## src/rtl/zoned_pd_steering_with_wheel_targets_core_assert.svh

```systemverilog
// Assertion macros used by the steering core controller.
`ifndef ZONED_PD_STEERING_WITH_WHEEL_TARGETS_CORE_ASSERT_SVH
`define ZONED_PD_STEERING_WITH_WHEEL_TARGETS_CORE_ASSERT_SVH

// Consequent must hold in the same cycle as the antecedent.
`define ZPD_ASSERT_NOW(lbl, clk, rst_n, ante, cons) \
    lbl: assert property (@(posedge clk) disable iff (!rst_n) (ante) |-> (cons)) \
        else $error("zpd assertion failed");

// Consequent must hold in the cycle after the antecedent.
`define ZPD_ASSERT_NEXT(lbl, clk, rst_n, ante, cons) \
    lbl: assert property (@(posedge clk) disable iff (!rst_n) (ante) |=> (cons)) \
        else $error("zpd assertion failed");

`endif

```

## src/rtl/zpd_pkg.sv

```systemverilog
// Types and constants of the zoned PD steering core.
package zpd_pkg;

    localparam int POS_W    = 8;
    localparam int STATUS_W = 3;
    localparam int ERR_W    = 10;
    localparam int DELTA_W  = 11;
    localparam int MAG_W    = 9;
    localparam int GAIN_W   = 4;
    localparam int P_W      = 15;
    localparam int D_W      = 16;
    localparam int SUM_W    = 16;
    localparam int PROD_W   = 24;
    localparam int FULL_W   = 25;
    localparam int STEER_W  = 23;
    localparam int WHEEL_W  = 13;
    localparam int SPEED_W  = 8;
    localparam int LIMIT_W  = 13;
    localparam int BOOST_W  = 8;
    localparam int CFG_IDX_W  = 3;
    localparam int CFG_DATA_W = 13;

    // Register indexes
    localparam logic [CFG_IDX_W-1:0] CFG_CRUISE_SPEED = 3'd0;
    localparam logic [CFG_IDX_W-1:0] CFG_RING_SPEED   = 3'd1;
    localparam logic [CFG_IDX_W-1:0] CFG_P_LIMIT      = 3'd2;
    localparam logic [CFG_IDX_W-1:0] CFG_BOOST        = 3'd3;
    localparam logic [CFG_IDX_W-1:0] CFG_KD_INITIAL   = 3'd4;

    // Register reset values
    localparam logic [SPEED_W-1:0] CRUISE_SPEED_RST = 8'd96;
    localparam logic [SPEED_W-1:0] RING_SPEED_RST   = 8'd40;
    localparam logic [LIMIT_W-1:0] P_LIMIT_RST      = 13'd0;
    localparam logic [BOOST_W-1:0] BOOST_RST        = 8'd0;
    localparam logic [GAIN_W-1:0]  KD_INITIAL_RST   = 4'd0;

    // Track status codes
    localparam logic [STATUS_W-1:0] ST_CROSS    = 3'd1;
    localparam logic [STATUS_W-1:0] ST_CIRCLE_R = 3'd2;
    localparam logic [STATUS_W-1:0] ST_CIRCLE_L = 3'd3;
    localparam logic [STATUS_W-1:0] ST_NEAR     = 3'd4;

    // Zone bounds on the error
    localparam logic signed [ERR_W-1:0] E_NEG_30 = -10'sd30;
    localparam logic signed [ERR_W-1:0] E_NEG_18 = -10'sd18;
    localparam logic signed [ERR_W-1:0] E_NEG_13 = -10'sd13;
    localparam logic signed [ERR_W-1:0] E_POS_13 = 10'sd13;
    localparam logic signed [ERR_W-1:0] E_POS_18 = 10'sd18;
    localparam logic signed [ERR_W-1:0] E_POS_30 = 10'sd30;

    // Gains in tenths
    localparam logic [GAIN_W-1:0] KP_LARGE  = 4'd10;
    localparam logic [GAIN_W-1:0] KP_BIG    = 4'd8;
    localparam logic [GAIN_W-1:0] KP_MID    = 4'd6;
    localparam logic [GAIN_W-1:0] KP_SMALL  = 4'd5;
    localparam logic [GAIN_W-1:0] KD_LARGE  = 4'd10;
    localparam logic [GAIN_W-1:0] KD_BIG    = 4'd7;

    // Wheel differential per unit of error, tenths
    localparam logic [GAIN_W-1:0] DIFF_BIG_NORMAL = 4'd5;
    localparam logic [GAIN_W-1:0] DIFF_BIG_CIRCLE = 4'd10;
    localparam logic [GAIN_W-1:0] DIFF_MID_NORMAL = 4'd1;
    localparam logic [GAIN_W-1:0] DIFF_MID_CIRCLE = 4'd2;
    localparam logic [GAIN_W-1:0] DIFF_NONE       = 4'd0;
    localparam logic [WHEEL_W-1:0] SPEED_SCALE    = 13'd10;

    // Servo command in 1/160 degree
    localparam logic signed [FULL_W-1:0] STEER_CENTER = 25'sd14400;
    localparam logic signed [FULL_W-1:0] STEER_MAX    = 25'sd4194303;
    localparam logic signed [FULL_W-1:0] STEER_MIN    = -25'sd4194304;

    typedef enum logic [2:0] {
        S_IDLE,
        S_ZONE,
        S_PD,
        S_SUM,
        S_MUL,
        S_OUT
    } t_state;

    typedef struct packed {
        logic load;
        logic zone;
        logic pd;
        logic sum;
        logic mul;
        logic out_load;
    } t_dp_cmd;

    typedef struct packed {
        logic out_busy;
    } t_dp_sts;

endpackage

```

## src/rtl/zpd_ctrl.sv

```systemverilog
// Controller: sequences one item through the datapath stages.
`include "zoned_pd_steering_with_wheel_targets_core_assert.svh"

module zpd_ctrl import zpd_pkg::*; (
    input  logic    i_clk,
    input  logic    i_rst_n,
    input  logic    i_in_valid,
    output logic    o_in_ready,
    input  t_dp_sts i_sts,
    output t_dp_cmd o_cmd
);

    t_state r_state;
    t_state n_state;

    always_ff @(posedge i_clk) begin
        if (!i_rst_n) begin
            r_state <= S_IDLE;
        end else begin
            r_state <= n_state;
        end
    end

    always_comb begin
        n_state = r_state;
        case (r_state)
            S_IDLE: begin
                if (i_in_valid) begin
                    n_state = S_ZONE;
                end
            end
            S_ZONE: n_state = S_PD;
            S_PD:   n_state = S_SUM;
            S_SUM:  n_state = S_MUL;
            S_MUL:  n_state = S_OUT;
            S_OUT: begin
                // hold until the output register can take the result
                if (!i_sts.out_busy) begin
                    n_state = S_IDLE;
                end
            end
            default: n_state = S_IDLE;
        endcase
    end

    always_comb begin
        o_cmd      = '0;
        o_in_ready = 1'b0;
        case (r_state)
            S_IDLE: begin
                o_in_ready = 1'b1;
                o_cmd.load = i_in_valid;
            end
            S_ZONE: o_cmd.zone = 1'b1;
            S_PD:   o_cmd.pd   = 1'b1;
            S_SUM:  o_cmd.sum  = 1'b1;
            S_MUL:  o_cmd.mul  = 1'b1;
            S_OUT:  o_cmd.out_load = !i_sts.out_busy;
            default: ;
        endcase
    end

    `ZPD_ASSERT_NEXT(a_accept_to_zone, i_clk, i_rst_n, i_in_valid && o_in_ready, o_cmd.zone)
    `ZPD_ASSERT_NOW(a_no_overwrite, i_clk, i_rst_n, o_cmd.out_load, !i_sts.out_busy)
    `ZPD_ASSERT_NOW(a_one_command, i_clk, i_rst_n, 1'b1, $onehot0(o_cmd))
    `ZPD_ASSERT_NEXT(a_mul_then_out, i_clk, i_rst_n, o_cmd.mul, o_cmd.out_load || i_sts.out_busy)

endmodule

```

## config.mk

```make
export PLATFORM = sky130hd
export DESIGN_NAME = zpd_ctrl
export DESIGN_NICKNAME = d
export VERILOG_FILES = /design/src/rtl/zpd_pkg.sv /design/src/rtl/zpd_ctrl.sv
export VERILOG_INCLUDE_DIRS = /design/src /design/src/rtl
export SDC_FILE = /design/constraint.sdc
export NUM_CORES = 1
export LEC_CHECK = 0
export ABC_AREA = 1
export BUFFER_PORTS_ARGS = -buffer_cell sky130_fd_sc_hd__clkbuf_2
export CELL_PAD_IN_SITES_DETAIL_PLACEMENT = 2
export CELL_PAD_IN_SITES_GLOBAL_PLACEMENT = 2
export CORE_AREA = 2 2 39 41
export CTS_BUF_LIST = sky130_fd_sc_hd__clkbuf_16
export DETAILED_ROUTE_END_ITERATION = 8
export DIE_AREA = 0 0 41 43
export PLACE_DENSITY_LB_ADDON = 0.1
export SLEW_MARGIN = 15
export SYNTH_ARGS = -nofsm -noshare
export SYNTH_HDL_FRONTEND = slang
export SYNTH_SLANG_ARGS = --single-unit
```

## constraint.sdc

```tcl
create_clock -name i_clk -period 1.8 [get_ports i_clk]
set_clock_uncertainty 0.2 [all_clocks]
set_input_delay 0.36 -clock i_clk [delete_from_list [all_inputs] [get_ports i_clk]]
set_output_delay 0.36 -clock i_clk [all_outputs]
set_load 0.02 [all_outputs]
```

==> flow_summary_export.csv <==
group,metric,value,unit
setup_path,worstSetupPathType,"flop to primary output",
detailed_routing,via_count,249,
hold_path,hold_path.class,"input pin to flop",
yosys,synthDistinctLibCells,12,
place,post_dp_cell_area,263,µm²
cells_and_area,area_growth,79.9,%
setup_path,regToRegSetupSlack,620,ps
die,die_area,1760,µm²
clock_tree,cts_max_level,1,
yosys,synthTopCellsByCount,"7 x nand2_1, 6 x inv_1, 5 x nor2_1, 3 x dfxtp_1",
pwr,p_leak,0.200,nW
detailed_routing,final_antenna_net_count,0,
yosys,synthCells,32,
setup_path,arrival,1170,ps
timing,final_max_slew_viol_count,0,
setup_path,slowest_stage,"dfxtp_2",
setup_path,cp_cell_sequence,"inv_2 -> nor4_1 -> clkbuf_2",
detailed_routing,drc_errors,0,
place,post-place-ws,224,ps
timing,period_share,0.958,
cells_and_area,num-fill-cells,179,
timing,slew_headroom,0.808,
timing,worst_slack,74.9,ps
hold_path,min_to,"r_state[2]$_SDFFE_PN0P_",
die,initial_core_util,0.139,
die,ioPinCount,11,
grt,grt_pass1_wl,1.25,mm
timing,setup_viol,0,
timing,tightest_slew,287,ps
setup_path,critPathRequiredTime,1240,ps
cells_and_area,top_register,"r_state",
grt,grtUsageTotal,0.111,
pwr,vdd_drop_max,0.411,mV
setup_path,start_kind,"flop",
timing,hold_slack,185,ps
timing,grt_setup_unrepaired,"false",
clock_tree,numCtsBuffers,3,
cells_and_area,n_antenna_cell,0,
detailed_routing,avgViaCountPerCell,4.02,
timing,finalCriticalPeriod,1730,ps
clock_tree,cts_sinks,3,
clock_tree,clock_latency,220,ps
die,die_width,41,µm
place,port_buffers,10,
grt,grt_overflow_total,0,
setup_path,critPathMaxStageDelay,390,ps
detailed_routing,dr.pass1.iters,1,
yosys,syn-num-nets,36,
grt,grt_pass1_vias,277,
setup_path,r2r_cells,6,
pwr,powerDensity,1590,nW/µm²
timing,setup_tns,0,ps
yosys,ys.flop_type,"dfxtp_1",
yosys,ys_ff_latch,3,
clock_tree,ctsHoldBuffers,0,
die,row_count,14,
timing,hold_viol_final,0,
clock_tree,clockBufferDepth,2,
yosys,yosysSeqAreaShare,0.312,
clock_tree,cts-root-buf,"clkbuf_16",
cells_and_area,finalInstanceArea,347,µm²
cells_and_area,drive_above_1_share,0.435,
yosys,synth_warnings,0,
yosys,yosysMostFrequentCell,"nand2_1",
yosys,synth_top_area_frac,0.312,
setup_path,crit_path_max_fanout,6,
job,drv_cap,0,
detailed_routing,routed_wl,711,µm
yosys,avgSynthCellArea,6.02,µm²
cells_and_area,largest_reg_flops,3,
die,fp.dieH,43,µm
run_status,status,"finished clean",
cells_and_area,reg_top3,"r_state x3",
setup_path,r2r_start,"r_state[1]$_SDFFE_PN0P_",
yosys,synth_top_area_cell,"dfxtp_1",
clock_tree,cts_tree,"built",
hold_path,min_from,"i_rst_n",
setup_path,r2r-end,"r_state[0]$_SDFFE_PN0P_",
grt,grt_max_degree,8,
detailed_routing,drtIter0Drc,0,
clock_tree,clk_pin_slew,30,ps
yosys,synth-async-reset-ratio,0,
place,dp.cells,58,
die,core,1380,µm²
grt,antenna_found_initial,0,
detailed_routing,post_drt_wl_per_cell,11.5,µm
cells_and_area,final_cells,62,
yosys,syn_area,193,µm²
place,finalWeightedCongestion,0.643,
yosys,synth_area_leaders,"dfxtp_1 31%, nand2_1 14%, inv_1 12%, nor3_2 10%, nor2_1 9.7%",
place,dp_hpwl,548,µm
yosys,synth_edf_count,0,
timing,fmax,580,MHz
hold_path,holdPathStages,3,
cells_and_area,nets,51,
setup_path,cp-end-kind,"primary output",
-- stage by stage --
stage / total power (W) / utilization
global placement: 0.000197 / 0.190
CTS: 0.000555 / 0.248
floorplan: 0.000162 / -
finish: 0.000551 / 0.250
detailed placement: 0.000200 / 0.190
global route: 0.000580 / 0.250
-- cells by family (layout without fill, tap and decap cells) --
| kind of cell | count (synthesis) | in the layout | synth area share |
|---|---|---|---|
| buffers and inverters | 8 | 22 | 0.156 |
| AND/OR/NAND/NOR | 19 | 19 | 0.481 |
| flip-flops | 3 | 3 | 0.312 |
| AO/OA/AOI/OAI | 2 | 2 | 0.0519 |
-- cell usage in the layout (no fill, tap or decap) --
| cell | instances |
|---|---|
| nor3_1 | 1 |
| clkbuf_2 | 10 |
| nand3_1 | 2 |
| inv_1 | 7 |
| clkbuf_16 | 3 |
| nor3_2 | 2 |
| dfxtp_1 | 1 |
| nor2_2 | 1 |
| nor2_1 | 4 |
| o21ai_0 | 1 |
| nand2_1 | 7 |
| nand4_1 | 1 |
| inv_2 | 2 |
| nor4_1 | 1 |
| a21oi_1 | 1 |
| dfxtp_2 | 2 |
-- where the power goes --
part | internal (W) | switching [W] | total, W
sequential | 0.0000773 | 0.0000189 | 0.0000961
combinational | 0.0000347 | 0.0000713 | 0.000106
clock | 0.000287 | 0.0000621 | 0.000349
total | 0.000398 | 0.000152 | 0.000551
-- area by class of cell --
type	instances	area (µm²)	area share
Multi-Input combinational cell	21	105	0.303
Clock buffer	3	75.1	0.217
Sequential cell	3	62.6	0.181
Timing Repair Buffer	10	50.0	0.144
Inverter	8	30.0	0.0866
Tap cell	16	20.0	0.0578
Clock inverter	1	3.75	0.0108
-- critical path, delay by kind of cell, from the launching register on --
kind                   cells  cell delay [ps]
DFF                        1              390
buffers and inverters      2              310
and+or+nand+nor            1              240
-- timing repair --
action | 4_1_cts | 5_1_grt
resized for setup | 1 | 2
setup endpoints to repair | 1 | 1
setup buffers | 0 | 0
-- routing by layer --
layer | up-vias | routed length, µm | global-route usage
met5 | - | 0 | 0
met3 | 2 | 44 | 0.0471
met2 | 9 | 378 | 0.169
li1 | 127 | - | -
met4 | 0 | 11 | 0.0800
met1 | 111 | 276 | 0.115
-- worst max path at each step --
| stage | cells past startpoint | slack [ps] | end | startpoint |
|---|---|---|---|---|
| 3_3_place_gp | 3 | 280 | o_cmd[0] | r_state[2]$_SDFFE_PN0P_ |
| 5_1_grt | 4 | 20 | o_cmd[5] | r_state[1]$_SDFFE_PN0P_ |
| 6_report | 3 | 70 | o_cmd[0] | r_state[2]$_SDFFE_PN0P_ |
| 3_5_place_dp | 3 | 220 | o_cmd[0] | r_state[2]$_SDFFE_PN0P_ |
| 4_1_cts | 3 | 40 | o_cmd[0] | r_state[0]$_SDFFE_PN0P_ |
| 2_1_floorplan | 2 | 50 | o_cmd[0] | r_state[2]$_SDFFE_PN0P_ |
Power figures use the tool's default switching activity.
