===== config.mk =====
export PLATFORM = sky130hd
export DESIGN_NAME = zpd_datapath
export DESIGN_NICKNAME = d
export VERILOG_FILES = /design/src/rtl/zoned_pd_steering_with_wheel_targets_core_assert.svh /design/src/rtl/zpd_pkg.sv /design/src/rtl/zpd_datapath.sv
export SDC_FILE = /design/constraint.sdc
export NUM_CORES = 1
export LEC_CHECK = 0
export ABC_AREA = 1
export BUFFER_PORTS_ARGS = -buffer_cell sky130_fd_sc_hd__buf_2
export CAP_MARGIN = 40
export CORE_MARGIN = 10
export CORE_UTILIZATION = 36
export CTS_CLUSTER_SIZE = 40
export DETAILED_ROUTE_END_ITERATION = 12
export HOLD_SLACK_MARGIN = 0.05
export PLACE_DENSITY = 0.52
export SYNTH_ARGS = -nofsm -noshare
export SYNTH_HDL_FRONTEND = slang
export SYNTH_SLANG_ARGS = --single-unit

===== constraint.sdc =====
create_clock -name i_clk -period 7.58 [get_ports i_clk]
set_input_delay 0.758 -clock i_clk [delete_from_list [all_inputs] [get_ports i_clk]]
set_output_delay 0.758 -clock i_clk [all_outputs]
set_load 0.02 [all_outputs]

===== src/rtl/zoned_pd_steering_with_wheel_targets_core_assert.svh =====
// Assertion macros used by the steering core controller.
`ifndef ZONED_PD_STEERING_WITH_WHEEL_TARGETS_CORE_ASSERT_SVH
`define ZONED_PD_STEERING_WITH_WHEEL_TARGETS_CORE_ASSERT_SVH

// Consequent must hold in the same cycle as the antecedent.
`define ZPD_ASSERT_NOW(lbl, clk, rst_n, ante, cons) \
    lbl: assert property (@(posedge clk) disable iff (!rst_n) (ante) |-> (cons)) \
        else $error("zpd assertion failed");

// Consequent must hold in the cycle after the antecedent.
`define ZPD_ASSERT_NEXT(lbl, clk, rst_n, ante, cons) \
    lbl: assert property (@(posedge clk) disable iff (!rst_n) (ante) |=> (cons)) \
        else $error("zpd assertion failed");

`endif


===== src/rtl/zpd_pkg.sv =====
// Types and constants of the zoned PD steering core.
package zpd_pkg;

    localparam int POS_W    = 8;
    localparam int STATUS_W = 3;
    localparam int ERR_W    = 10;
    localparam int DELTA_W  = 11;
    localparam int MAG_W    = 9;
    localparam int GAIN_W   = 4;
    localparam int P_W      = 15;
    localparam int D_W      = 16;
    localparam int SUM_W    = 16;
    localparam int PROD_W   = 24;
    localparam int FULL_W   = 25;
    localparam int STEER_W  = 23;
    localparam int WHEEL_W  = 13;
    localparam int SPEED_W  = 8;
    localparam int LIMIT_W  = 13;
    localparam int BOOST_W  = 8;
    localparam int CFG_IDX_W  = 3;
    localparam int CFG_DATA_W = 13;

    // Register indexes
    localparam logic [CFG_IDX_W-1:0] CFG_CRUISE_SPEED = 3'd0;
    localparam logic [CFG_IDX_W-1:0] CFG_RING_SPEED   = 3'd1;
    localparam logic [CFG_IDX_W-1:0] CFG_P_LIMIT      = 3'd2;
    localparam logic [CFG_IDX_W-1:0] CFG_BOOST        = 3'd3;
    localparam logic [CFG_IDX_W-1:0] CFG_KD_INITIAL   = 3'd4;

    // Register reset values
    localparam logic [SPEED_W-1:0] CRUISE_SPEED_RST = 8'd96;
    localparam logic [SPEED_W-1:0] RING_SPEED_RST   = 8'd40;
    localparam logic [LIMIT_W-1:0] P_LIMIT_RST      = 13'd0;
    localparam logic [BOOST_W-1:0] BOOST_RST        = 8'd0;
    localparam logic [GAIN_W-1:0]  KD_INITIAL_RST   = 4'd0;

    // Track status codes
    localparam logic [STATUS_W-1:0] ST_CROSS    = 3'd1;
    localparam logic [STATUS_W-1:0] ST_CIRCLE_R = 3'd2;
    localparam logic [STATUS_W-1:0] ST_CIRCLE_L = 3'd3;
    localparam logic [STATUS_W-1:0] ST_NEAR     = 3'd4;

    // Zone bounds on the error
    localparam logic signed [ERR_W-1:0] E_NEG_30 = -10'sd30;
    localparam logic signed [ERR_W-1:0] E_NEG_18 = -10'sd18;
    localparam logic signed [ERR_W-1:0] E_NEG_13 = -10'sd13;
    localparam logic signed [ERR_W-1:0] E_POS_13 = 10'sd13;
    localparam logic signed [ERR_W-1:0] E_POS_18 = 10'sd18;
    localparam logic signed [ERR_W-1:0] E_POS_30 = 10'sd30;

    // Gains in tenths
    localparam logic [GAIN_W-1:0] KP_LARGE  = 4'd10;
    localparam logic [GAIN_W-1:0] KP_BIG    = 4'd8;
    localparam logic [GAIN_W-1:0] KP_MID    = 4'd6;
    localparam logic [GAIN_W-1:0] KP_SMALL  = 4'd5;
    localparam logic [GAIN_W-1:0] KD_LARGE  = 4'd10;
    localparam logic [GAIN_W-1:0] KD_BIG    = 4'd7;

    // Wheel differential per unit of error, tenths
    localparam logic [GAIN_W-1:0] DIFF_BIG_NORMAL = 4'd5;
    localparam logic [GAIN_W-1:0] DIFF_BIG_CIRCLE = 4'd10;
    localparam logic [GAIN_W-1:0] DIFF_MID_NORMAL = 4'd1;
    localparam logic [GAIN_W-1:0] DIFF_MID_CIRCLE = 4'd2;
    localparam logic [GAIN_W-1:0] DIFF_NONE       = 4'd0;
    localparam logic [WHEEL_W-1:0] SPEED_SCALE    = 13'd10;

    // Servo command in 1/160 degree
    localparam logic signed [FULL_W-1:0] STEER_CENTER = 25'sd14400;
    localparam logic signed [FULL_W-1:0] STEER_MAX    = 25'sd4194303;
    localparam logic signed [FULL_W-1:0] STEER_MIN    = -25'sd4194304;

    typedef enum logic [2:0] {
        S_IDLE,
        S_ZONE,
        S_PD,
        S_SUM,
        S_MUL,
        S_OUT
    } t_state;

    typedef struct packed {
        logic load;
        logic zone;
        logic pd;
        logic sum;
        logic mul;
        logic out_load;
    } t_dp_cmd;

    typedef struct packed {
        logic out_busy;
    } t_dp_sts;

endpackage


===== src/rtl/zpd_datapath.sv =====
// Datapath: config registers, zone decode, PD terms, gain multiply, output register.
module zpd_datapath import zpd_pkg::*; (
    input  logic                       i_clk,
    input  logic                       i_rst_n,
    input  logic                       i_cfg_we,
    input  logic [CFG_IDX_W-1:0]       i_cfg_idx,
    input  logic [CFG_DATA_W-1:0]      i_cfg_data,
    input  t_dp_cmd                    i_cmd,
    output t_dp_sts                    o_sts,
    input  logic [POS_W-1:0]           i_line_pos,
    input  logic [POS_W-1:0]           i_target_pos,
    input  logic [STATUS_W-1:0]        i_track_status,
    input  logic                       i_out_ready,
    output logic                       o_out_valid,
    output logic signed [STEER_W-1:0]  o_steer_angle,
    output logic [WHEEL_W-1:0]         o_left_target,
    output logic [WHEEL_W-1:0]         o_right_target
);

    logic [SPEED_W-1:0]        r_cruise_speed;
    logic [SPEED_W-1:0]        r_ring_speed;
    logic [LIMIT_W-1:0]        r_p_limit;
    logic [BOOST_W-1:0]        r_boost;
    logic [GAIN_W-1:0]         r_kd_gain;
    logic signed [ERR_W-1:0]   r_last_error;
    logic                      r_circle_mode;

    logic [POS_W-1:0]          r_lp;
    logic [POS_W-1:0]          r_tp;
    logic [STATUS_W-1:0]       r_status;

    logic signed [ERR_W-1:0]   r_err;
    logic signed [DELTA_W-1:0] r_delta;
    logic [GAIN_W-1:0]         r_kp;
    logic                      r_big;
    logic                      r_mid;

    logic signed [P_W-1:0]     r_p;
    logic signed [D_W-1:0]     r_d;
    logic [WHEEL_W-1:0]        r_left;
    logic [WHEEL_W-1:0]        r_right;
    logic signed [SUM_W-1:0]   r_sum;
    logic signed [PROD_W-1:0]  r_prod;

    logic                      r_out_valid;
    logic signed [STEER_W-1:0] r_steer_o;
    logic [WHEEL_W-1:0]        r_left_o;
    logic [WHEEL_W-1:0]        r_right_o;

    // zone stage
    logic signed [POS_W:0]     dpos;
    logic signed [ERR_W-1:0]   err_c;
    logic [GAIN_W-1:0]         kp_c;
    logic [GAIN_W-1:0]         kd_c;
    logic                      big_c;
    logic                      mid_c;
    logic                      mode_c;

    // PD stage
    logic signed [P_W-1:0]     p_raw;
    logic signed [P_W-1:0]     lim_pos;
    logic signed [P_W-1:0]     lim_neg;
    logic signed [P_W-1:0]     p_clamp;
    logic signed [D_W-1:0]     d_raw;
    logic [MAG_W-1:0]          mag;
    logic [GAIN_W-1:0]         coef;
    logic [WHEEL_W-1:0]        diff;
    logic [WHEEL_W-1:0]        base10;

    // output stage
    logic signed [FULL_W-1:0]  steer_full;
    logic signed [FULL_W-1:0]  steer_sat;

    always_comb begin
        dpos  = $signed({1'b0, r_lp}) - $signed({1'b0, r_tp});
        err_c = $signed({dpos, 1'b0});
        big_c = 1'b0;
        mid_c = 1'b0;
        kd_c  = r_kd_gain;
        if (err_c < E_NEG_30) begin
            kp_c = KP_LARGE;
            kd_c = KD_LARGE;
            big_c = 1'b1;
        end else if (err_c <= E_NEG_18) begin
            kp_c = KP_BIG;
            kd_c = KD_BIG;
            big_c = 1'b1;
        end else if (err_c < E_NEG_13) begin
            kp_c = KP_MID;
            mid_c = 1'b1;
        end else if (err_c <= E_POS_13) begin
            kp_c = KP_SMALL;
        end else if (err_c < E_POS_18) begin
            kp_c = KP_MID;
            mid_c = 1'b1;
        end else if (err_c < E_POS_30) begin
            kp_c = KP_BIG;
            kd_c = KD_BIG;
            big_c = 1'b1;
        end else begin
            kp_c = KP_LARGE;
            kd_c = KD_LARGE;
            big_c = 1'b1;
        end

        // circle entry is sticky; centerline near then follows the zone
        mode_c = r_circle_mode;
        if (r_status == ST_CROSS || r_status == ST_CIRCLE_R || r_status == ST_CIRCLE_L) begin
            mode_c = 1'b1;
        end
        if (r_status == ST_NEAR) begin
            mode_c = big_c;
        end
    end

    always_comb begin
        p_raw   = $signed({1'b0, r_kp}) * r_err;
        lim_pos = $signed({2'b00, r_p_limit});
        lim_neg = -lim_pos;
        p_clamp = p_raw;
        if (p_raw < lim_neg) begin
            p_clamp = lim_neg;
        end
        if (p_raw > lim_pos) begin
            p_clamp = lim_pos;
        end
        d_raw = $signed({1'b0, r_kd_gain}) * r_delta;

        mag = r_err[ERR_W-1] ? MAG_W'(-r_err) : MAG_W'(r_err);
        if (r_big) begin
            coef = r_circle_mode ? DIFF_BIG_CIRCLE : DIFF_BIG_NORMAL;
        end else if (r_mid) begin
            coef = r_circle_mode ? DIFF_MID_CIRCLE : DIFF_MID_NORMAL;
        end else begin
            coef = DIFF_NONE;
        end
        diff   = WHEEL_W'(coef) * WHEEL_W'(mag);
        base10 = WHEEL_W'(r_circle_mode ? r_ring_speed : r_cruise_speed) * SPEED_SCALE;
    end

    always_comb begin
        steer_full = STEER_CENTER - FULL_W'(r_prod);
        steer_sat  = steer_full;
        if (steer_full > STEER_MAX) begin
            steer_sat = STEER_MAX;
        end
        if (steer_full < STEER_MIN) begin
            steer_sat = STEER_MIN;
        end
    end

    // config registers and carried state
    always_ff @(posedge i_clk) begin
        if (!i_rst_n) begin
            r_cruise_speed <= CRUISE_SPEED_RST;
            r_ring_speed   <= RING_SPEED_RST;
            r_p_limit      <= P_LIMIT_RST;
            r_boost        <= BOOST_RST;
            r_kd_gain      <= KD_INITIAL_RST;
            r_last_error   <= '0;
            r_circle_mode  <= 1'b0;
        end else begin
            if (i_cfg_we) begin
                case (i_cfg_idx)
                    CFG_CRUISE_SPEED: r_cruise_speed <= i_cfg_data[SPEED_W-1:0];
                    CFG_RING_SPEED:   r_ring_speed   <= i_cfg_data[SPEED_W-1:0];
                    CFG_P_LIMIT:      r_p_limit      <= i_cfg_data[LIMIT_W-1:0];
                    CFG_BOOST:        r_boost        <= i_cfg_data[BOOST_W-1:0];
                    CFG_KD_INITIAL:   r_kd_gain      <= i_cfg_data[GAIN_W-1:0];
                    default: ;
                endcase
            end else if (i_cmd.zone) begin
                r_kd_gain <= kd_c;
            end
            if (i_cmd.zone) begin
                r_last_error  <= err_c;
                r_circle_mode <= mode_c;
            end
        end
    end

    // working registers
    always_ff @(posedge i_clk) begin
        if (i_cmd.load) begin
            r_lp     <= i_line_pos;
            r_tp     <= i_target_pos;
            r_status <= i_track_status;
        end
        if (i_cmd.zone) begin
            r_err   <= err_c;
            r_delta <= DELTA_W'(err_c) - DELTA_W'(r_last_error);
            r_kp    <= kp_c;
            r_big   <= big_c;
            r_mid   <= mid_c;
        end
        if (i_cmd.pd) begin
            r_p     <= p_clamp;
            r_d     <= d_raw;
            if (r_err[ERR_W-1]) begin
                r_left  <= base10;
                r_right <= base10 + diff;
            end else begin
                r_left  <= base10 + diff;
                r_right <= base10;
            end
        end
        if (i_cmd.sum) begin
            r_sum <= SUM_W'(r_p) + r_d;
        end
        if (i_cmd.mul) begin
            r_prod <= $signed({1'b0, r_boost}) * r_sum;
        end
        if (i_cmd.out_load) begin
            r_steer_o <= steer_sat[STEER_W-1:0];
            r_left_o  <= r_left;
            r_right_o <= r_right;
        end
    end

    always_ff @(posedge i_clk) begin
        if (!i_rst_n) begin
            r_out_valid <= 1'b0;
        end else if (i_cmd.out_load) begin
            r_out_valid <= 1'b1;
        end else if (i_out_ready) begin
            r_out_valid <= 1'b0;
        end
    end

    assign o_sts.out_busy = r_out_valid && !i_out_ready;
    assign o_out_valid    = r_out_valid;
    assign o_steer_angle  = r_steer_o;
    assign o_left_target  = r_left_o;
    assign o_right_target = r_right_o;

endmodule


==> results.toml, run 1 <==
[status]
status = "completed"

[pwr]
vdd_drop_max_mv = 0.298
power_density_nw_per_um2 = 321
finalPower_w = 0.00751
leakagePower_nw = 12.3

[routing]
firstDrtPassIters = 6
wl_per_cell_um = 14.7
detail-route-antenna-nets = 0
wirelength_um = 50100
vias = 16200
drcViolationCount = 0
drt_iter0_markers = 743
routed_via_density = 4.73

[timing]
rsz0062_at_grt = "no"
finalClockSkew_ns = 0.0273
setup_tns_ns = 0
timing.final.crit_share_pct = 72.3
fin_crit_ns = 5.48
maxSlewViolCount = 0
slew_headroom_pct = 42.6
fmax_ghz = 0.182
finalSetupViolCount = 0
tightest_slew_ns = 0.859
setup_ws_ns = 2.10
finalHoldViolCount = 0

[synthesis]
syn_inst = 2571
synth_xor_area_share_pct = 3.94
synth_adder_area_share_pct = 26.6
synth_compound_area_share_pct = 7.67
synth_top_family_by_area = "adder cells"
synth_simple_gate_area_share_pct = 18.4
yosys_warnings = 0
synth_cell_types = 55
synth.yosys.seq_area_share_pct = 30.9
netlist_area_um2 = 21300
syn_avg_cell_area_um2 = 8.29
ys_ff_latch = 237
synthMuxAreaShare_pct = 0.0470

[setup_path]
crit_arrival_ns = 5.75
cp-end-kind = "register"
r2r_cells = 20
cp-start-kind = "register"
path_class = "register to register"
critPathMaxFanout = 31
crit_required_ns = 7.84

[clock_network]
cts_tree = "yes"
clock_latency_ns = 0.57
cts_made_buffers = 27
cts.sinks = 237
cts_buffer_depth = 3
post_cts_resized = 0
post_cts_buffers = 0
hold_buffers = 0
root_buffer = "clkbuf_16"
cts.clk_slew.worst_paths_ns = 0.06
h-tree-depth = 1

[floorplanning]
pin_count = 96
core.rowCount = 89
core_um2 = 58800
dieHeight_um = 263
die_area_um2 = 69300
initial_core_util_pct = 36.3
die_x_um = 263

[min_path]
hp-class = "primary input to register"
hold_depth = 1

[global_routing]
grt_max_degree = 55
grt_pass1_vias = 16300
grt_pass1_wl_um = 82700
antenna_found_initial = 2
gr-usage-all-layers_pct = 14.3
grt_overflow_total = 0

[finish]
final_area_um2 = 23400
final_nets = 3029
final_core_util_pct = 39.8
num_antenna_cells = 0
drive_gt1_share_pct = 8.80
syn2layout_area_growth_pct = 9.73
fill_cells = 6015

[run]
cap_viol_max_count = 0

[placement]
gp_congestion = 0.857
io_buffers = 93
place_worst_setup_slack_ns = 2.14
dpl-instance-area_um2 = 22500
dp_hpwl_um = 40700
## synthesized netlist by cell type, drive strengths merged
cell type	count	area [µm²]
xnor2	25	219
xor2	70	621
edfxtp	185	5560
o31ai	4	30.0
a21boi	5	37.5
a221o	1	10.0
buf	14	105
nand3b	8	60.1
nor3b	1	12.5
mux2i	1	10.0
a21o	5	37.5
or2	7	43.8
o21a	2	15.0
conb	1	3.75
o221ai	1	8.76
o21ai	106	538
o211ai	3	22.5
fa	165	3300
nor3	21	126
a31o	3	26.3
o21bai	9	67.6
ha	190	2380
nand3	129	683
inv	615	2310
nand4	35	231
dfxtp	52	1040
o2111ai	3	26.3
nand2	563	2170
a31oi	4	25.0
a21oi	137	768
clkbuf	58	221
nand2b	1	6.26
nor2b	1	8.76
nor2	143	577
a211oi	3	22.5
## flip-flops by register name, summed over array words and instances, names as in the netlist, 12 cells and up
name and count:
o_left_target 12, o_right_target 12, o_steer_angle 23, r_d 15, r_left 12, r_p 15, r_p_limit 13, r_prod 24
r_right 12, r_sum 16
## final timing paths
kind	startpoint	endpoint	slack, ns
setup / recovery	r_err[9]	r_left[10]	2.10
hold / removal	i_line_pos[3]	r_lp[3]	0.36
setup reg to reg	r_err[9]	r_left[10]	2.10
hold reg to reg	r_right[2]	o_right_target[2]	0.41
## kinds of logic (layout without fill, tap and decap cells)
| group | count (synthesis) | in the layout |
|---|---|---|
| flops | 237 | 237 |
| mux | 1 | 1 |
| buf+inv | 687 | 764 |
| compound gates | 286 | 286 |
| other cells | 1 | 2 |
| fa+ha+maj | 355 | 355 |
| simple gates | 909 | 909 |
| xor+xnor | 95 | 95 |
## metrics by stage
step	std cells	hold slack (ns)
2_1_floorplan	2572	0.400
3_3_place_gp	3371	0.405
3_5_place_dp	3373	0.405
4_1_cts	3422	0.328
5_1_grt	3422	0.335
6_report	3422	0.365
## cells in the final DEF (no fill, tap or decap), types with 4 or more instances in the layout
| cell type | n |
|---|---|
| clkinvlp_4 | 4 |
| nand3_2 | 5 |
| o31ai_1 | 4 |
| or2_2 | 6 |
| nand4_1 | 33 |
| o21ai_0 | 100 |
| dfxtp_1 | 52 |
| bufinv_16 | 4 |
| buf_2 | 93 |
| nand3_1 | 123 |
| nand2_1 | 546 |
| a31oi_1 | 4 |
| nor3_1 | 18 |
| a21o_1 | 5 |
| nand2_2 | 15 |
| a21oi_1 | 115 |
| fa_1 | 165 |
| inv_1 | 601 |
| o21ai_1 | 4 |
| xnor2_1 | 25 |
| inv_2 | 14 |
| nor2_1 | 133 |
| a21boi_0 | 4 |
| nand3b_1 | 8 |
| xor2_1 | 69 |
| buf_4 | 6 |
| clkbuf_16 | 27 |
| nor2_2 | 7 |
| edfxtp_1 | 185 |
| o21bai_1 | 9 |
| clkinv_2 | 8 |
| ha_1 | 190 |
| a21oi_2 | 22 |
## area by class of cell
class	count	area, µm²	share of cell area (%)
clock buffer	28	679	2.90
clock inverter	21	219	0.936
inverter	615	2310	9.87
multi-input combinational	1648	12100	51.7
sequential	237	6600	28.2
tap	773	967	4.14
timing repair buffer	100	531	2.27
## worst max-delay path, cell delays in order (launching register included)
cell,delay [ns]
edfxtp_1,0.51
buf_4,0.36
inv_1,0.38
or2_2,0.41
xor2_1,0.26
nand2_1,0.12
fa_1,0.49
inv_1,0.05
fa_1,0.50
fa_1,0.49
ha_1,0.40
inv_1,0.06
o21bai_1,0.17
a31oi_1,0.08
o21ai_0,0.29
a21oi_1,0.11
nor2_1,0.10
nor2_1,0.05
xnor2_1,0.14
nand2_1,0.07
o21ai_0,0.10
## metal layers
layer | global-route usage, % | wire (µm)
met1 | 18.2 | 22500
met2 | 25.4 | 24700
met3 | 1.97 | 1980
met4 | 3.03 | 922
met5 | 0 | 0
## report_power, final
group          internal (W)  switching [W]  total (W)
Sequential          0.00191       0.000322    0.00223
Combinational       0.00143        0.00251    0.00394
Clock              0.000787       0.000552    0.00134
No activity file was read; power rests on OpenSTA's default activity.
==> run 2: changes to the inputs <==
- ABC_AREA: 1 -> 0
- PLACE_DENSITY: 0.52 -> 0.54
- clock period: 7.58 -> 5 ns (I/O delays scaled with it)
==> results.toml, run 2 <==
[min_path]
hold-path-endpoint = "r_lp[4]"
hold_start = "i_line_pos[4]"
hold_depth = 1
hp-class = "primary input to register"

[synthesis]
yosys.area.top_type = "edfxtp_1"
syn_inst = 2082
synth_edf_count = 185
ys.flop_type = "edfxtp_1"
synth.yosys.seq_area_share_pct = 32.1
ys_top_cells_by_area = "edfxtp_1 27%, fa_1 16%, ha_1 12%, inv_1 6.0%, dfxtp_1 5.1%"
synth.most_common_cell = "inv_1"
ys_ff_latch = 237
netlist_area_um2 = 20500
synth_cell_types = 84
ys_async_sr_fraction_pct = 0
syn_avg_cell_area_um2 = 9.86
synth_top_area_share_pct = 27.1
synth.top_cells.by_count = "330 x inv_1, 233 x nand2_1, 189 x ha_1"
yosys_warnings = 0

[pwr]
power_density_nw_per_um2 = 488
leakagePower_nw = 11.0
vdd_drop_max_mv = 0.402
finalPower_w = 0.0118

[placement]
io_buffers = 93
place_worst_setup_slack_ns = -0.615
dp_cells = 3006
dp_hpwl_um = 38300
gp_congestion = 0.865

[routing]
vias = 14600
routed_via_density = 4.76
wirelength_um = 46500
firstDrtPassIters = 5
drcViolationCount = 0
drt_iter0_markers = 536
wl_per_cell_um = 15.1
detail-route-antenna-nets = 0

[floorplanning]
core.rowCount = 87
die_area_um2 = 67000
die_x_um = 259
initial_core_util_pct = 36.4
dieHeight_um = 259
pin_count = 96
core_um2 = 56400

[run]
cap_viol_max_count = 0

[setup_path]
cp-end-kind = "register"
crit_required_ns = 5.29
rrSetupSlack_ns = -0.52
r2r-start = "r_kp[2]"
path_class = "register to register"
crit_arrival_ns = 5.82
cp-start-kind = "register"
r2r_cells = 22
r2r_end = "r_p[4]"
critPathMaxFanout = 7

[timing]
finalHoldViolCount = 0
slew_headroom_pct = 47.5
fmax_ghz = 0.181
setup_ws_ns = -0.525
finalClockSkew_ns = 0.0113
fin_crit_ns = 5.52
rsz0062_at_grt = "yes"
finalSetupViolCount = 14
tightest_slew_ns = 0.779
maxSlewViolCount = 0
timing.final.crit_share_pct = 110

[clock_network]
hold_buffers = 0
root_buffer = "clkbuf_16"
h-tree-depth = 1
cts.clk_slew.worst_paths_ns = 0.06
cts_buffer_depth = 3
clock_latency_ns = 0.55
cts_tree = "yes"
cts.sinks = 237
cts_made_buffers = 29

[status]
violations = "setup timing"
status = "finished, violations left"

[finish]
final_cell_mix = "324 x inv_1, 233 x nand2_1, 185 x edfxtp_1"
regMostFlops = "r_prod"
largest_reg_flops = 24
final_nets = 2697
final_common_cell = "inv_1"
num_antenna_cells = 0
syn2layout_area_growth_pct = 17.3
stdcell_count = 3075
fill_cells = 5515
drive_gt1_share_pct = 16.5

[global_routing]
grt_pass1_wl_um = 76800
gr-usage-all-layers_pct = 13.9
grt_pass1_vias = 15000
grt_max_degree = 55
grt_overflow_total = 0
antenna_found_initial = 0
run 2: cell types whose count changed in the layout (fill, tap and decap cells not counted), moves of 45 or more:
cell and change:
o21ai_0 -53, and2_1 +150, nand2_1 -313, inv_1 -277, xnor2_1 +53, nor2_1 -51, a21oi_1 -45, buf_4 +129
nand3_1 -91
run 2: metrics by stage:
stage	utilization (%)	cell area [µm²]	hold slack (ns)	TNS [ns]
global route	42.7	24100	0.0947	-10.14
CTS	42.2	23800	0.0843	-6.98
detailed placement	40.6	22900	0.405	-7.44
finish	42.7	24100	0.119	-7.01
floorplan	-	20700	0.400	-2.88
global placement	40.5	22800	0.404	-6.02
run 2: cell type report:
| class | count | area [µm²] | area share (%) |
|---|---|---|---|
| clock inverters | 12 | 65.1 | 0.270 |
| repair buffers | 241 | 1680 | 6.96 |
| flip-flops and latches | 237 | 6600 | 27.4 |
| clock buffers | 40 | 777 | 3.23 |
| multi-input cells | 1458 | 12800 | 53.0 |
| well taps | 756 | 946 | 3.93 |
| inverters | 331 | 1240 | 5.16 |
run 2: timing repair:
item                       4_1_cts  5_1_grt
resized for setup                5       51
setup endpoints to repair       15       25
pin swaps                        1       31
buffers inserted                 2       15
run 2: metal layers:
metal	GRT usage (%)	up-vias	routed length [µm]	part of all wire (%)
li1	-	7355	-	-
met1	17.6	7002	21100	45
met2	24.4	201	22700	49
met3	2.17	66	1510	3.2
met4	3.40	2	1170	2.5
met5	0.438	-	45	0.097
run 2: worst max path at each step:
stage	startpoint	end	slack [ns]	cells after the start
after detailed placement	r_kp[2]	r_p[12]	-0.62	22
after global routing	r_kp[2]	r_p[3]	-0.75	22
after global placement	r_kp[2]	r_p[12]	-0.45	22
after floorplan	r_err[4]	r_p[10]	-0.26	23
final	r_kp[2]	r_p[4]	-0.52	22
after CTS	r_kp[3]	r_p[7]	-0.53	23
run 2: logic make-up after synthesis:
logic type                 count (synthesis)  share of synthesized area (%)
AOI/OAI and AO/OA                        321                           10.6
xor gates and xnor gates                 114                           5.00
adders and majority gates                355                           27.7
buffers and inverters                    388                           7.25
DFF                                      237                           32.1
muxes                                     37                           1.88
other                                      1                         0.0183
and+or+nand+nor                          629                           15.4
run 2: critical path, stage by stage (launching register included):
cell and delay, ns:
edfxtp_1 0.49, and2_4 0.20, ha_4 0.23, fa_1 0.52, inv_2 0.04, fa_1 0.51
inv_2 0.05, ha_4 0.24, a2111oi_4 0.35, a21bo_2 0.28, nand3_2 0.06, nand2b_1 0.06
a21o_1 0.20, xnor2_2 0.17, inv_2 0.07, ha_4 0.27, nand3_2 0.05, or4_4 0.42
o32a_1 0.39, a31oi_4 0.27, or2_4 0.18, buf_6 0.12, a22oi_1 0.09
run 2: report_power, final:
| part | switching [W] | internal [W] |
|---|---|---|
| combinational | 0.00354 | 0.00324 |
| clock | 0.000796 | 0.00108 |
| sequential | 0.000292 | 0.00282 |
| total | 0.00463 | 0.00713 |
==> run 3: changes to the inputs <==
- SETUP_SLACK_MARGIN: not set -> 0.15
==> results.toml, run 3 (synthesized netlist as in run 2, its figures left out) <==
[pwr]
pwr-share-clk_pct = 16.2
finalPower_w = 0.0127
pwr-share-seq_pct = 24.6
power_switching_w = 0.00495
leakagePower_nw = 11.1
power_density_nw_per_um2 = 513
sw_frac_of_total_pct = 39.0
internal_power_w = 0.00774
vdd_drop_max_mv = 0.420
pwr-share-comb_pct = 59.2

[clock_network]
cts_buffer_depth = 3
h-tree-depth = 1
hold_buffers = 0
cts.sinks = 237
clock_latency_ns = 0.57
root_buffer = "clkbuf_16"
cts.clk_slew.worst_paths_ns = 0.06
cts_made_buffers = 29
cts_tree = "yes"

[finish]
drive_gt1_share_pct = 19.8
final_common_cell = "inv_1"
final_core_util_pct = 43.9
final_cell_mix = "320 x inv_1, 228 x nand2_1, 185 x edfxtp_1"
stdcell_count = 3084
num_antenna_cells = 0
regMostFlops = "r_prod"
largest_reg_flops = 24
final_nets = 2704
fill_cells = 5472
syn2layout_area_growth_pct = 20.5

[timing]
finalSetupViolCount = 14
finalClockSkew_ns = 0.00926
tightest_slew_ns = 0.752
timing.final.crit_share_pct = 108
finalHoldViolCount = 0
setup_ws_ns = -0.414
maxSlewViolCount = 0
fmax_ghz = 0.185
holdWs_ns = 0.105
slew_headroom_pct = 49.8
rsz0062_at_grt = "yes"
fin_crit_ns = 5.41

[floorplanning]
core_um2 = 56400
die_x_um = 259
pin_count = 96
die_area_um2 = 67000
dieHeight_um = 259
core.rowCount = 87
initial_core_util_pct = 36.4

[global_routing]
grt_pass1_vias = 15000
grt_overflow_total = 0
grt_use_met2_pct = 24.4
antenna_found_initial = 0
grt_pass1_wl_um = 75900
grt_max_degree = 55
use_met3_pct = 2.17
grt_util_met1_pct = 17.1
gr-usage-all-layers_pct = 13.7
grt.busiest_layer = "met2"

[routing]
wirelength_um = 47200
drcViolationCount = 0
routed_via_density = 4.81
firstDrtPassIters = 5
detail-route-antenna-nets = 0
drt_iter0_markers = 608
vias = 14800
wl_per_cell_um = 15.3

[run]
cap_viol_max_count = 0

[status]
status = "finished, violations left"
violations = "setup timing"

[setup_path]
cp-end-kind = "register"
critical_path.startpoint = "r_kp[2]"
crit_arrival_ns = 5.74
cp-start-kind = "register"
critPathMaxFanout = 6
rrSetupSlack_ns = -0.41
crit_required_ns = 5.32
r2r_cells = 22
r2r-start = "r_kp[2]"
r2r_end = "r_p[8]"
path_class = "register to register"

[min_path]
hp-class = "primary input to register"
hold_depth = 1
hold-path-endpoint = "r_lp[3]"
hold_start = "i_line_pos[3]"

[placement]
dp_hpwl_um = 38000
dp_cells = 2993
gp_congestion = 0.862
io_buffers = 93
[run 3: cell types whose count changed in the layout (fill, tap and decap cells not counted), moves of 5 or more]
| cell | delta |
|---|---|
| mux2i_1 | -6 |
| and2_4 | +11 |
| a21oi_1 | -5 |
| ha_4 | +18 |
| and2_1 | -10 |
| nand2_1 | -5 |
| ha_1 | -21 |
[run 3: what timing repair did]
action | 4_1_cts | 5_1_grt
gates cloned | 0 | 2
setup buffers | 11 | 24
endpoints found under the setup margin | 19 | 28
pin swaps | 29 | 71
gates resized for setup | 46 | 93
[run 3: how the worst max path moves through the flow]
stage	to	slack [ns]	cells after the start
5_1_grt	r_p[3]	-0.58	24
3_3_place_gp	r_p[12]	-0.44	22
4_1_cts	r_p[6]	-0.47	22
3_5_place_dp	r_p[12]	-0.57	22
6_report	r_p[8]	-0.41	22
2_1_floorplan	r_p[10]	-0.26	23
[run 3: cell type report]
class / instances / area, µm² / area share [%]
clock inverter: 12 / 108 / 0.435
inverter: 331 / 1240 / 5.02
sequential: 237 / 6600 / 26.7
clock buffer: 42 / 837 / 3.38
timing repair buffer: 248 / 1790 / 7.23
multi-input combinational: 1458 / 13200 / 53.4
tap: 756 / 946 / 3.82
[run 3: metrics by stage]
stage | area [µm²] | TNS [ns] | worst slack (ns)
after detailed placement | 22800 | -7.16 | -0.573
final | 24700 | -5.18 | -0.414
after global placement | 22700 | -5.92 | -0.443
after CTS | 24000 | -6.14 | -0.468
after floorplan | 20700 | -2.88 | -0.262
after global routing | 24700 | -7.62 | -0.579
[run 3: worst max-delay path: stages (launching register included)]
cell and delay (ns):
edfxtp_1 0.48, and2_4 0.19, ha_4 0.23, fa_1 0.51, inv_2 0.04, fa_2 0.53
inv_2 0.04, ha_4 0.16, a2111oi_4 0.34, a21bo_2 0.27, nand3_2 0.07, nand2b_1 0.06
a21o_1 0.18, xnor2_2 0.20, inv_2 0.08, ha_4 0.27, nand3_2 0.05, or4_4 0.42
o32a_1 0.34, a31oi_4 0.25, buf_4 0.16, o22ai_1 0.08, a22o_1 0.20
[run 3: power by group through the flow]
stage / logic [W] / registers (W) / clock network (W)
floorplan: 0.00431 / 0.00314 / 0
CTS: 0.00661 / 0.00316 / 0.00212
finish: 0.00751 / 0.00312 / 0.00206
global route: 0.00831 / 0.00318 / 0.00218
global placement: 0.00610 / 0.00321 / 0
detailed placement: 0.00622 / 0.00322 / 0
[run 3: per-layer routing]
layer / routed length, µm / vias up
met4: 1180 / 0
li1: - / 7383
met5: 0 / -
met3: 1810 / 59
met1: 20900 / 7159
met2: 23200 / 241
